### src/rtl/core/ntssd_pkg.sv
// Package for number_to_seven_segment_digits: widths, defaults, BCD cell
// mode codes, a control struct and the segment decode function. No dependencies.
package ntssd_pkg;

    localparam int VALUE_W          = 48;
    localparam int DCOUNT_W         = 4;
    localparam int IDX_W            = 3;
    localparam int SEG_W            = 8;
    localparam int MAX_DISPLAYS_DEF = 8;
    localparam int FRAC_BITS_DEF    = 16;

    localparam logic [DCOUNT_W-1:0] DCOUNT_RESET = 4'd4;

    localparam logic [SEG_W-1:0] SEG_DP    = 8'd128;
    localparam logic [SEG_W-1:0] SEG_E     = 8'd121;
    localparam logic [SEG_W-1:0] SEG_R     = 8'd80;
    localparam logic [SEG_W-1:0] SEG_BLANK = 8'd0;

    typedef logic [2:0] cell_mode_t;

    localparam cell_mode_t CELL_HOLD   = 3'd0;
    localparam cell_mode_t CELL_CLEAR  = 3'd1;
    localparam cell_mode_t CELL_DABBLE = 3'd2;
    localparam cell_mode_t CELL_SHL    = 3'd3;
    localparam cell_mode_t CELL_SHR    = 3'd4;
    localparam cell_mode_t CELL_INC    = 3'd5;

    typedef struct packed {
        logic load;
        logic step;
    } frac_ctl_t;

    function automatic logic [SEG_W-1:0] digit_seg(input logic [3:0] d);
        logic [SEG_W-1:0] s;
        case (d)
            4'd0:    s = 8'd63;
            4'd1:    s = 8'd6;
            4'd2:    s = 8'd91;
            4'd3:    s = 8'd79;
            4'd4:    s = 8'd102;
            4'd5:    s = 8'd109;
            4'd6:    s = 8'd125;
            4'd7:    s = 8'd7;
            4'd8:    s = 8'd127;
            4'd9:    s = 8'd111;
            default: s = SEG_BLANK;
        endcase
        return s;
    endfunction

endpackage

### src/rtl/core/ntssd_cell.sv
// One BCD digit cell of the conversion chain: hold, clear, add-3 shift, decimal shifts
// both ways and increment with ripple carry. Depends on ntssd_pkg.
module ntssd_cell
    import ntssd_pkg::*;
(
    input  logic       clk,
    input  logic       rst_n,
    input  cell_mode_t mode,
    input  logic       bit_in,
    input  logic [3:0] digit_lo_in,
    input  logic [3:0] digit_hi_in,
    input  logic       carry_in,
    output logic [3:0] digit,
    output logic       bit_out,
    output logic       carry_out
);

    logic [3:0] digit_reg;
    logic [3:0] digit_next;
    logic [3:0] adj;
    logic [4:0] sum;

    assign adj       = (digit_reg >= 4'd5) ? digit_reg + 4'd3 : digit_reg;
    assign bit_out   = adj[3];
    assign sum       = {1'b0, digit_reg} + {4'b0, carry_in};
    assign carry_out = (sum == 5'd10);
    assign digit     = digit_reg;

    always_comb
    begin
        case (mode)
            CELL_HOLD:   digit_next = digit_reg;
            CELL_CLEAR:  digit_next = 4'd0;
            CELL_DABBLE: digit_next = {adj[2:0], bit_in};
            CELL_SHL:    digit_next = digit_lo_in;
            CELL_SHR:    digit_next = digit_hi_in;
            CELL_INC:    digit_next = carry_out ? 4'd0 : sum[3:0];
            default:     digit_next = digit_reg;
        endcase
    end

    always_ff @(posedge clk or negedge rst_n)
    begin
        if (!rst_n)
        begin
            digit_reg <= 4'd0;
        end
        else
        begin
            digit_reg <= digit_next;
        end
    end

endmodule

### src/rtl/core/ntssd_frac.sv
// Fraction digit generator: multiplies the held fraction by ten each step,
// handing the integer digit to the cell chain. Depends on ntssd_pkg.
module ntssd_frac
    import ntssd_pkg::*;
#(
    parameter int FRAC_BITS = FRAC_BITS_DEF
)
(
    input  logic                 clk,
    input  logic                 rst_n,
    input  frac_ctl_t            ctl,
    input  logic [FRAC_BITS-1:0] load_value,
    output logic [3:0]           digit,
    output logic                 round_bit
);

    logic [FRAC_BITS-1:0] frac_reg;
    logic [FRAC_BITS-1:0] frac_next;
    logic [FRAC_BITS+3:0] times10;

    assign times10   = ({4'b0, frac_reg} << 3) + ({4'b0, frac_reg} << 1);
    assign digit     = times10[FRAC_BITS+3:FRAC_BITS];
    assign round_bit = frac_reg[FRAC_BITS-1];

    always_comb
    begin
        if (ctl.load)
            frac_next = load_value;
        else if (ctl.step)
            frac_next = times10[FRAC_BITS-1:0];
        else
            frac_next = frac_reg;
    end

    always_ff @(posedge clk or negedge rst_n)
    begin
        if (!rst_n)
        begin
            frac_reg <= '0;
        end
        else
        begin
            frac_reg <= frac_next;
        end
    end

endmodule

### src/rtl/core/number_to_seven_segment_digits.sv
// Top level: fixed-point value to seven-segment patterns, one output word per display.
// Flow: integer bits are double-dabbled through the BCD chain and checked, then s fraction
// digits (s spare displays) are shifted in, rounded and checked; all-zero ones shift out.
// n words follow, one per cycle while m_tready is high; next value only after the last.
// Reset: display_count returns to 4, controller idle, no words pending.
// Depends on ntssd_pkg, ntssd_cell, ntssd_frac.
module number_to_seven_segment_digits
    import ntssd_pkg::*;
#(
    parameter int MAX_DISPLAYS = MAX_DISPLAYS_DEF,
    parameter int FRAC_BITS    = FRAC_BITS_DEF
)
(
    input  logic                clk,
    input  logic                rst_n,
    input  logic                cfg_valid,
    output logic                cfg_ready,
    input  logic [DCOUNT_W-1:0] cfg_data,    // display_count
    input  logic                s_tvalid,
    output logic                s_tready,
    input  logic [VALUE_W-1:0]  s_tdata,     // value[47:0]
    output logic                m_tvalid,
    input  logic                m_tready,
    output logic [15:0]         m_tdata,     // display_index[2:0], segments[10:3], zero
    output logic                m_tlast      // last
);

    localparam int IW   = VALUE_W - FRAC_BITS;
    localparam int CMAX = (IW > MAX_DISPLAYS) ? IW : MAX_DISPLAYS;
    localparam int CNTW = $clog2(CMAX + 1);

    localparam logic [3:0] ST_IDLE = 4'd0;
    localparam logic [3:0] ST_DAB  = 4'd1;
    localparam logic [3:0] ST_CHK  = 4'd2;
    localparam logic [3:0] ST_FRAC = 4'd3;
    localparam logic [3:0] ST_RND  = 4'd4;
    localparam logic [3:0] ST_CHK2 = 4'd5;
    localparam logic [3:0] ST_ADJ  = 4'd6;
    localparam logic [3:0] ST_FIN  = 4'd7;
    localparam logic [3:0] ST_OUT  = 4'd8;

    logic [3:0]          state_reg, state_next;
    logic [DCOUNT_W-1:0] dcount_reg, dcount_next;
    logic [IW-1:0]       ip_reg, ip_next;
    logic [CNTW-1:0]     cnt_reg, cnt_next;
    logic                ovf_reg, ovf_next;
    logic                err_reg, err_next;
    logic                dp_reg, dp_next;
    logic [DCOUNT_W-1:0] s_reg, s_next;
    logic [DCOUNT_W-1:0] used_reg, used_next;
    logic [IDX_W-1:0]    idx_reg, idx_next;

    logic [3:0]          dig  [MAX_DISPLAYS];
    logic                bout [MAX_DISPLAYS];
    logic                cout [MAX_DISPLAYS];
    cell_mode_t          mode;
    frac_ctl_t           fctl;
    logic [3:0]          frac_digit;
    logic                round_bit;

    logic [DCOUNT_W-1:0] n_eff;
    logic [DCOUNT_W-1:0] nz_top;
    logic                low_nz;
    logic                hi_err;
    logic [DCOUNT_W-1:0] d_cnt;
    logic [DCOUNT_W-1:0] idx4;
    logic                in_acc, out_acc, is_last;
    logic [SEG_W-1:0]    seg;

    assign cfg_ready = 1'b1;
    assign s_tready  = (state_reg == ST_IDLE);
    assign m_tvalid  = (state_reg == ST_OUT);
    assign in_acc    = s_tvalid && s_tready;
    assign out_acc   = m_tvalid && m_tready;

    always_comb
    begin
        if (dcount_reg == '0)
            n_eff = DCOUNT_W'(1);
        else if (dcount_reg > DCOUNT_W'(MAX_DISPLAYS))
            n_eff = DCOUNT_W'(MAX_DISPLAYS);
        else
            n_eff = dcount_reg;
    end

    always_comb
    begin
        nz_top = '0;
        low_nz = 1'b0;
        for (int i = 0; i < MAX_DISPLAYS; i++)
        begin
            if (dig[i] != 4'd0)
                nz_top = DCOUNT_W'(i + 1);
            if ((DCOUNT_W'(i) < s_reg) && (dig[i] != 4'd0))
                low_nz = 1'b1;
        end
    end

    assign hi_err = ovf_reg || (nz_top > n_eff);
    assign d_cnt  = (nz_top == '0) ? DCOUNT_W'(1) : nz_top;

    // BCD digit chain, cell 0 least significant
    genvar g;
    generate
        for (g = 0; g < MAX_DISPLAYS; g++)
        begin : g_cell
            logic       b_in;
            logic [3:0] lo_in;
            logic [3:0] hi_in;
            logic       c_in;
            if (g == 0)
            begin : g_first
                assign b_in  = ip_reg[IW-1];
                assign lo_in = frac_digit;
                assign c_in  = round_bit;
            end
            else
            begin : g_rest
                assign b_in  = bout[g-1];
                assign lo_in = dig[g-1];
                assign c_in  = cout[g-1];
            end
            if (g == MAX_DISPLAYS - 1)
            begin : g_top
                assign hi_in = 4'd0;
            end
            else
            begin : g_mid
                assign hi_in = dig[g+1];
            end
            ntssd_cell u_cell (
                .clk         (clk),
                .rst_n       (rst_n),
                .mode        (mode),
                .bit_in      (b_in),
                .digit_lo_in (lo_in),
                .digit_hi_in (hi_in),
                .carry_in    (c_in),
                .digit       (dig[g]),
                .bit_out     (bout[g]),
                .carry_out   (cout[g])
            );
        end
    endgenerate

    ntssd_frac #(
        .FRAC_BITS (FRAC_BITS)
    ) u_frac (
        .clk        (clk),
        .rst_n      (rst_n),
        .ctl        (fctl),
        .load_value (s_tdata[FRAC_BITS-1:0]),
        .digit      (frac_digit),
        .round_bit  (round_bit)
    );

    // output word
    assign idx4    = DCOUNT_W'(idx_reg);
    assign is_last = (idx4 + DCOUNT_W'(1) == n_eff);

    always_comb
    begin
        if (err_reg)
        begin
            if (is_last)
                seg = SEG_E;
            else if ((idx4 + DCOUNT_W'(2) == n_eff) || (idx4 + DCOUNT_W'(3) == n_eff))
                seg = SEG_R;
            else
                seg = SEG_BLANK;
        end
        else if (idx4 < used_reg)
        begin
            seg = digit_seg(dig[0]);
            if (dp_reg && (idx4 == s_reg))
                seg = seg | SEG_DP;
        end
        else
        begin
            seg = SEG_BLANK;
        end
    end

    assign m_tdata = {5'b0, seg, idx_reg};
    assign m_tlast = is_last;

    always_comb
    begin
        state_next  = state_reg;
        dcount_next = dcount_reg;
        ip_next     = ip_reg;
        cnt_next    = cnt_reg;
        ovf_next    = ovf_reg;
        err_next    = err_reg;
        dp_next     = dp_reg;
        s_next      = s_reg;
        used_next   = used_reg;
        idx_next    = idx_reg;
        mode        = CELL_HOLD;
        fctl        = '0;

        if (cfg_valid && cfg_ready)
            dcount_next = cfg_data;

        case (state_reg)
            ST_IDLE:
            begin
                if (in_acc)
                begin
                    ip_next    = s_tdata[VALUE_W-1:FRAC_BITS];
                    fctl.load  = 1'b1;
                    mode       = CELL_CLEAR;
                    cnt_next   = '0;
                    ovf_next   = 1'b0;
                    err_next   = 1'b0;
                    dp_next    = 1'b0;
                    s_next     = '0;
                    state_next = ST_DAB;
                end
            end
            ST_DAB:
            begin
                mode     = CELL_DABBLE;
                ip_next  = ip_reg << 1;
                ovf_next = ovf_reg | bout[MAX_DISPLAYS-1];
                cnt_next = cnt_reg + CNTW'(1);
                if (cnt_reg == CNTW'(IW - 1))
                    state_next = ST_CHK;
            end
            ST_CHK:
            begin
                cnt_next = '0;
                if (hi_err)
                begin
                    err_next   = 1'b1;
                    idx_next   = '0;
                    state_next = ST_OUT;
                end
                else if (n_eff == d_cnt)
                begin
                    state_next = ST_FIN;
                end
                else
                begin
                    s_next     = n_eff - d_cnt;
                    state_next = ST_FRAC;
                end
            end
            ST_FRAC:
            begin
                mode      = CELL_SHL;
                fctl.step = 1'b1;
                cnt_next  = cnt_reg + CNTW'(1);
                if (cnt_reg + CNTW'(1) == CNTW'(s_reg))
                    state_next = ST_RND;
            end
            ST_RND:
            begin
                mode       = CELL_INC;
                ovf_next   = ovf_reg | cout[MAX_DISPLAYS-1];
                state_next = ST_CHK2;
            end
            ST_CHK2:
            begin
                cnt_next = '0;
                idx_next = '0;
                if (hi_err)
                begin
                    err_next   = 1'b1;
                    state_next = ST_OUT;
                end
                else if (low_nz)
                begin
                    dp_next    = 1'b1;
                    used_next  = n_eff;
                    state_next = ST_OUT;
                end
                else
                begin
                    state_next = ST_ADJ;
                end
            end
            ST_ADJ:
            begin
                mode     = CELL_SHR;
                cnt_next = cnt_reg + CNTW'(1);
                if (cnt_reg + CNTW'(1) == CNTW'(s_reg))
                    state_next = ST_FIN;
            end
            ST_FIN:
            begin
                used_next  = d_cnt;
                idx_next   = '0;
                state_next = ST_OUT;
            end
            ST_OUT:
            begin
                if (out_acc)
                begin
                    mode     = CELL_SHR;
                    idx_next = idx_reg + IDX_W'(1);
                    if (is_last)
                        state_next = ST_IDLE;
                end
            end
            default:
            begin
                state_next = ST_IDLE;
            end
        endcase
    end

    always_ff @(posedge clk or negedge rst_n)
    begin
        if (!rst_n)
        begin
            state_reg  <= ST_IDLE;
            dcount_reg <= DCOUNT_RESET;
            cnt_reg    <= '0;
            ovf_reg    <= 1'b0;
            err_reg    <= 1'b0;
            dp_reg     <= 1'b0;
            s_reg      <= '0;
            used_reg   <= '0;
            idx_reg    <= '0;
        end
        else
        begin
            state_reg  <= state_next;
            dcount_reg <= dcount_next;
            cnt_reg    <= cnt_next;
            ovf_reg    <= ovf_next;
            err_reg    <= err_next;
            dp_reg     <= dp_next;
            s_reg      <= s_next;
            used_reg   <= used_next;
            idx_reg    <= idx_next;
        end
    end

    always_ff @(posedge clk)
    begin
        ip_reg <= ip_next;
    end

endmodule
### config.mk
export PLATFORM = sky130hd
export DESIGN_NAME = number_to_seven_segment_digits
export DESIGN_NICKNAME = d
export VERILOG_FILES = /design/src/rtl/core/ntssd_pkg.sv /design/src/rtl/core/ntssd_cell.sv /design/src/rtl/core/ntssd_frac.sv /design/src/rtl/core/number_to_seven_segment_digits.sv
export SDC_FILE = /design/constraint.sdc
export NUM_CORES = 1
export LEC_CHECK = 0
export BUFFER_PORTS_ARGS = -buffer_cell sky130_fd_sc_hd__buf_2
export CAP_MARGIN = 20
export CORE_ASPECT_RATIO = 1.25
export CORE_MARGIN = 5
export CORE_UTILIZATION = 35
export DETAILED_ROUTE_END_ITERATION = 10
export SKIP_CTS_REPAIR_TIMING = 1
export SYNTH_ARGS = -nofsm -noshare
export SYNTH_HDL_FRONTEND = slang
export SYNTH_SLANG_ARGS = --single-unit
### constraint.sdc
create_clock -name clk -period 16.2 [get_ports clk]
set_clock_uncertainty 0.15 [all_clocks]
set_input_delay 3.24 -clock clk [delete_from_list [all_inputs] [get_ports clk]]
set_output_delay 3.24 -clock clk [all_outputs]
set_load 0.01 [all_outputs]
==> results.ini, run 1 <==
[outcome]
status=finished, final reports clean

[placement]
dp_cells=1381
preCtsSetupSlack_ns=8.27
dpl.hpwl_um=15400
gp_congestion=0.852
io_buffers=70
placedInstanceArea_sq_mm=0.00909

[global_route]
grt_start_max_net_pins=47
antenna_found_initial=0
grt_pass1_wl_um=35700
grt_use_total_pct=15.6
grt.overflow.total=0
grt_pass1_vias=7190

[detailed_routing]
drt-initial-drc-count=482
via_per_inst=5.31
vias=7417
drc=0
detail_route.wl_per_cell_um=15.5
first_pass_iters=5
final_antenna_net_count=0
wl_um=21600

[sta]
hold_viol=0
slew_headroom_pct=32.2
layout_setup_ws_ns=8.10
period_minus_slack_ns=8.10
setup_viol=0
drv_slew=0
fin_crit_sh_pct=50.0
max_freq_mhz=124
tightest_slew_ns=1.01
rsz0062_at_grt=no
finalSetupTns_ns=0

[clocking]
cts_buffers=9
cts_tree=yes
clockBufferDepth=2
root_buffer=clkbuf_16
htreeDepth=3
cts.sinks=108
clock_latency_ns=0.36
clk_pin_slew_ns=0.08

[logic_synthesis]
netlist_instances=1028
ys_seq_area_share_pct=33.4
syn_avg_cell_area_sq_um=8.35
ys_types=74
ys.flop_type=dfrtp_1
synth-edff-count=32
synth_area_leaders=dfrtp_1, edfxtp_1, ha_1
ys_ff_latch=108
yosysMostFrequentCell=nand2_1
synth_top_area_share_pct=21.9
synth_common_cells=nand2_1, o21ai_0, dfrtp_1, a21oi_1, ha_1
async_flop_share_pct=70.4
yosysWarnings=0
yosys.area.top_type=dfrtp_1
synth_area_sq_mm=0.00858

[die]
die_w_um=150
start_util_pct=35.3
ios=77
std_cell_rows=64
die_y_um=185
coreArea_sq_mm=0.0243
die-area_sq_mm=0.0278

[finish]
final_cells=1397
num-nets-final=1186
fin_util_pct=38.7
postLayoutCellArea_sq_mm=0.00942
synthToLayoutAreaGrowth_pct=9.71
num_antenna_cells=0
drive_gt1_share_pct=11.5

[critical_path]
cp_common_cell=ha_1
worst-r2r-setup-slack_ns=8.10
path_class=flop to flop
cpMaxStageDelayCell=dfrtp_1
crit_path_max_fanout=8
arrival_ns=8.23
cp_slowest_stage_delay_ns=0.47
endpoint_kind=flop
worstPathRequired_ns=16.33
cp-start-kind=flop

[run]
drv_cap=0

[power_and_ir_drop]
ir_drop_mv=0.0945
p_leak_nw=4.12
power.density_mw_per_mm2=194

[hold_path]
hold_class=flop to flop

==> worst paths after layout <==
| check | to | depth (start not counted) | startpoint |
|---|---|---|---|
| setup reg to reg | ovf_reg | 48 | u_frac.frac_reg[15] |
| setup / recovery | ovf_reg | 48 | u_frac.frac_reg[15] |
| min in group asynchronous | cnt_reg[2] | 1 | rst_n |
| hold reg to reg | dp_reg | 2 | dp_reg |
| hold / removal | dp_reg | 2 | dp_reg |
| max in group asynchronous | g_cell[2].u_cell.digit[2] | 2 | rst_n |
==> power by group <==
part           internal [W]  switching [W]
sequential         0.000411       0.000139
combinational      0.000422       0.000610
clock              0.000139       0.000107
==> cell usage in the layout, fill, tap and decap left out, drive strengths merged, types with 21 or more instances in the layout <==
cell type	Yosys	routed
buf	28	80
a21oi	70	70
nor2	56	56
nand2	198	198
dfrtp	75	75
edfxtp	32	32
nand3	43	43
o21ai	76	76
nor3b	21	21
ha	65	65
inv	44	44
nand2b	21	21
xnor2	30	30
==> area by class of cell <==
type | instances | area (sq um)
inverter | 44 | 165
clock buffer | 14 | 285
multi-input combinational | 819 | 5220
timing repair buffer | 80 | 428
fill | 2556 | 14900
tap | 330 | 413
clock inverter | 2 | 38.8
sequential | 108 | 2860
==> worst max-delay path: cells and delay by family (launching register included) <==
family | cells | cell delay (ns)
adder cells (fa/ha/maj) | 16 | 3.26
flip-flops | 1 | 0.47
AO/OA/AOI/OAI | 10 | 1.20
buffers and inverters | 1 | 0.06
AND/OR/NAND/NOR | 21 | 2.86
==> metal layers <==
metal | GRT usage, % | wire [um] | vias up | part of all wire, %
met1 | 20.2 | 9870 | 3503 | 46
met4 | 4.61 | 444 | 0 | 2.1
met2 | 26.6 | 10200 | 167 | 47
met5 | 0 | 0 | - | 0
li1 | - | - | 3722 | -
met3 | 2.91 | 1060 | 25 | 4.9
==> cells by family after synthesis <==
group,count (synthesis),synth area share (%)
adders and majority gates,67,9.94
AOI/OAI and AO/OA,265,19.8
muxes,14,1.72
xor gates and xnor gates,49,5.00
other,2,0.0875
buffers and inverters,105,5.99
and+or+nand+nor,418,24.1
DFF,108,33.4
==> per-stage QoR <==
step | power [W] | hold slack (ns)
6_report | 0.00183 | 0.344
5_1_grt | 0.00200 | 0.384
2_1_floorplan | 0.00134 | 0.297
3_5_place_dp | 0.00159 | 0.322
4_1_cts | 0.00184 | 0.339
3_3_place_gp | 0.00157 | 0.313
(Power assumes the default switching activity.)
==> inputs of run 2 (changes only) <==
- ABC_AREA: not set -> 1
- clock period: 16.2 -> 6.95 ns (I/O delays scaled with it)
==> run 2 against run 1 <==
Effect of this change:
- the run now ends with setup timing left
- sequential share of layout area shrank 1.8 points
- die area is 0.56% lower
- sequential power is 130% higher
- largest cell class unchanged
- register-to-register slack got worse by 8.6 ns
- via count rose by 8.9%
- utilization grew 2.5 points
==> results.ini, run 2 <==
[detailed_routing]
first_pass_iters=5
drc=0
wl_um=24300
via_per_inst=5.12
detail_route.wl_per_cell_um=15.4
final_antenna_net_count=0
vias=8078
drt-initial-drc-count=472
wl_met2_um=12200
top_layer_used=met4
wl_met3_um=894
wl_met1_um=10500

[critical_path]
worstPathRequired_ns=7.10
r2r-end=ovf_reg
path_class=flop to flop
startpoint=g_cell[0].u_cell.digit[0]
ff2ff_path_depth=46
worst-r2r-setup-slack_ns=-0.54
endpoint_kind=flop
cp_common_cell=ha_4
worstReg2RegStart=g_cell[0].u_cell.digit[0]
cp_slowest_stage_delay_ns=0.41
cp-start-kind=flop
cpMaxStageDelayCell=dfrtp_1
crit_path_max_fanout=2
arrival_ns=7.64

[clocking]
clockBufferDepth=2
root_buffer=clkbuf_16
cts.sinks=108
cts_tree=yes
clock_latency_ns=0.37
clk_pin_slew_ns=0.09
cts_buffers=9
htreeDepth=3

[finish]
num_antenna_cells=0
seqCellArea_sq_mm=0.00286
layout_commonest_cell=nand2_1
fillerInstances=2488
multiInputGateArea_sq_mm=0.00523
mostFrequentLayoutCells=nand2_1, inv_1, o21ai_0
num-nets-final=1368
synthToLayoutAreaGrowth_pct=17.2
final_cells=1579
drive_gt1_share_pct=15.9

[sta]
layout_setup_ws_ns=-0.535
max_freq_mhz=134
slew_headroom_pct=26.3
drv_slew=0
rsz0062_at_grt=yes
hold_viol=0
fin_crit_sh_pct=108
tightest_slew_ns=1.10
period_minus_slack_ns=7.49
setup_viol=5

[logic_synthesis]
ys.flop_type=dfrtp_1
yosys.area.top_type=dfrtp_1
synth_common_cells=nand2_1, inv_1, o21ai_0, nor2_1, nand3_1
netlist_instances=1158
ys_types=51
synth_area_leaders=dfrtp_1, nand2_1, edfxtp_1
synth_area_sq_mm=0.00853
synth-edff-count=32
synth_top_area_share_pct=22.0
syn_avg_cell_area_sq_um=7.37
async_flop_share_pct=70.4
yosysMostFrequentCell=nand2_1
yosysWarnings=0
ys_seq_area_share_pct=33.6
ys_ff_latch=108

[run]
drv_cap=0

[die]
die-area_sq_mm=0.0276
die_w_um=150
std_cell_rows=64
ios=77
start_util_pct=35.2
coreArea_sq_mm=0.0243
die_y_um=185

[placement]
dp_cells=1554
io_buffers=70
gp_congestion=0.867
preCtsSetupSlack_ns=-0.685
dpl.hpwl_um=17600

[power_and_ir_drop]
p_leak_nw=4.72
ir_drop_mv=0.216
power.density_mw_per_mm2=448

[global_route]
grt.overflow.total=0
antenna_found_initial=0
grt_start_max_net_pins=64
grt_pass1_wl_um=39000
grt_use_total_pct=17.4
grt_pass1_vias=7970

[hold_path]
hold_class=flop to flop
worstHoldEndpoint=g_cell[0].u_cell.digit[0]
min_path_cells=2
holdCritStartpoint=ip_reg[31]

[outcome]
status=finished with violations
violations=setup timing

run 2: kinds of logic after synthesis:
family	synth area share (%)
AO/OA/AOI/OAI	15.6
XOR/XNOR	4.31
adder cells (fa/ha/maj)	10.0
buffers and inverters	8.83
flip-flops	33.6
multiplexers	0.132
other	0.0880
AND/OR/NAND/NOR	27.5
run 2: power breakdown:
group          internal (W)  switching [W]  total [W]
Combinational      0.000973        0.00172    0.00269
Clock              0.000259       0.000287   0.000545
Sequential         0.000975       0.000263    0.00124
run 2: layer usage:
layer / up-vias / global-route usage (%)
met1: 3794 / 21.4
met5: - / 0
li1: 4054 / -
met3: 52 / 2.29
met2: 178 / 30.6
met4: 0 / 7.32
run 2: cell type report:
cell class	count	area share, %
well taps	330	4.13
clock buffers	9	2.25
inverters	140	5.28
multi-input cells	875	52.3
flip-flops and latches	108	28.6
repair buffers	110	6.57
clock inverters	7	0.814
run 2: worst max-delay path, delay by kind of cell (launching register included):
kind | cells | cell delay (ns)
XOR/XNOR | 8 | 1.15
flip-flops | 1 | 0.41
AND/OR/NAND/NOR | 20 | 2.77
adder cells (fa/ha/maj) | 14 | 2.50
buffers and inverters | 4 | 0.42
run 2: how the worst max path moves through the flow:
stage                                endpoint
floorplan           g_cell[7].u_cell.digit[1]
global placement    g_cell[7].u_cell.digit[1]
detailed placement  g_cell[7].u_cell.digit[1]
CTS                 g_cell[7].u_cell.digit[1]
global route                          ovf_reg
finish                                ovf_reg
run 2: per-stage QoR:
stage / cell area (sq um) / utilization [%] / total power [W] / TNS, ns / hold WS (ns)
6_report: 10000 / 41.2 / 0.00448 / -1.85 / 0.332
5_1_grt: 10000 / 41.2 / 0.00492 / -4.38 / 0.361
4_1_cts: 9630 / 39.7 / 0.00439 / -2.84 / 0.337
3_5_place_dp: 9320 / 38.4 / 0.00383 / -2.63 / 0.318
3_3_place_gp: 9320 / 38.4 / 0.00379 / -1.04 / 0.315
2_1_floorplan: 8550 / - / 0.00309 / 0 / 0.298
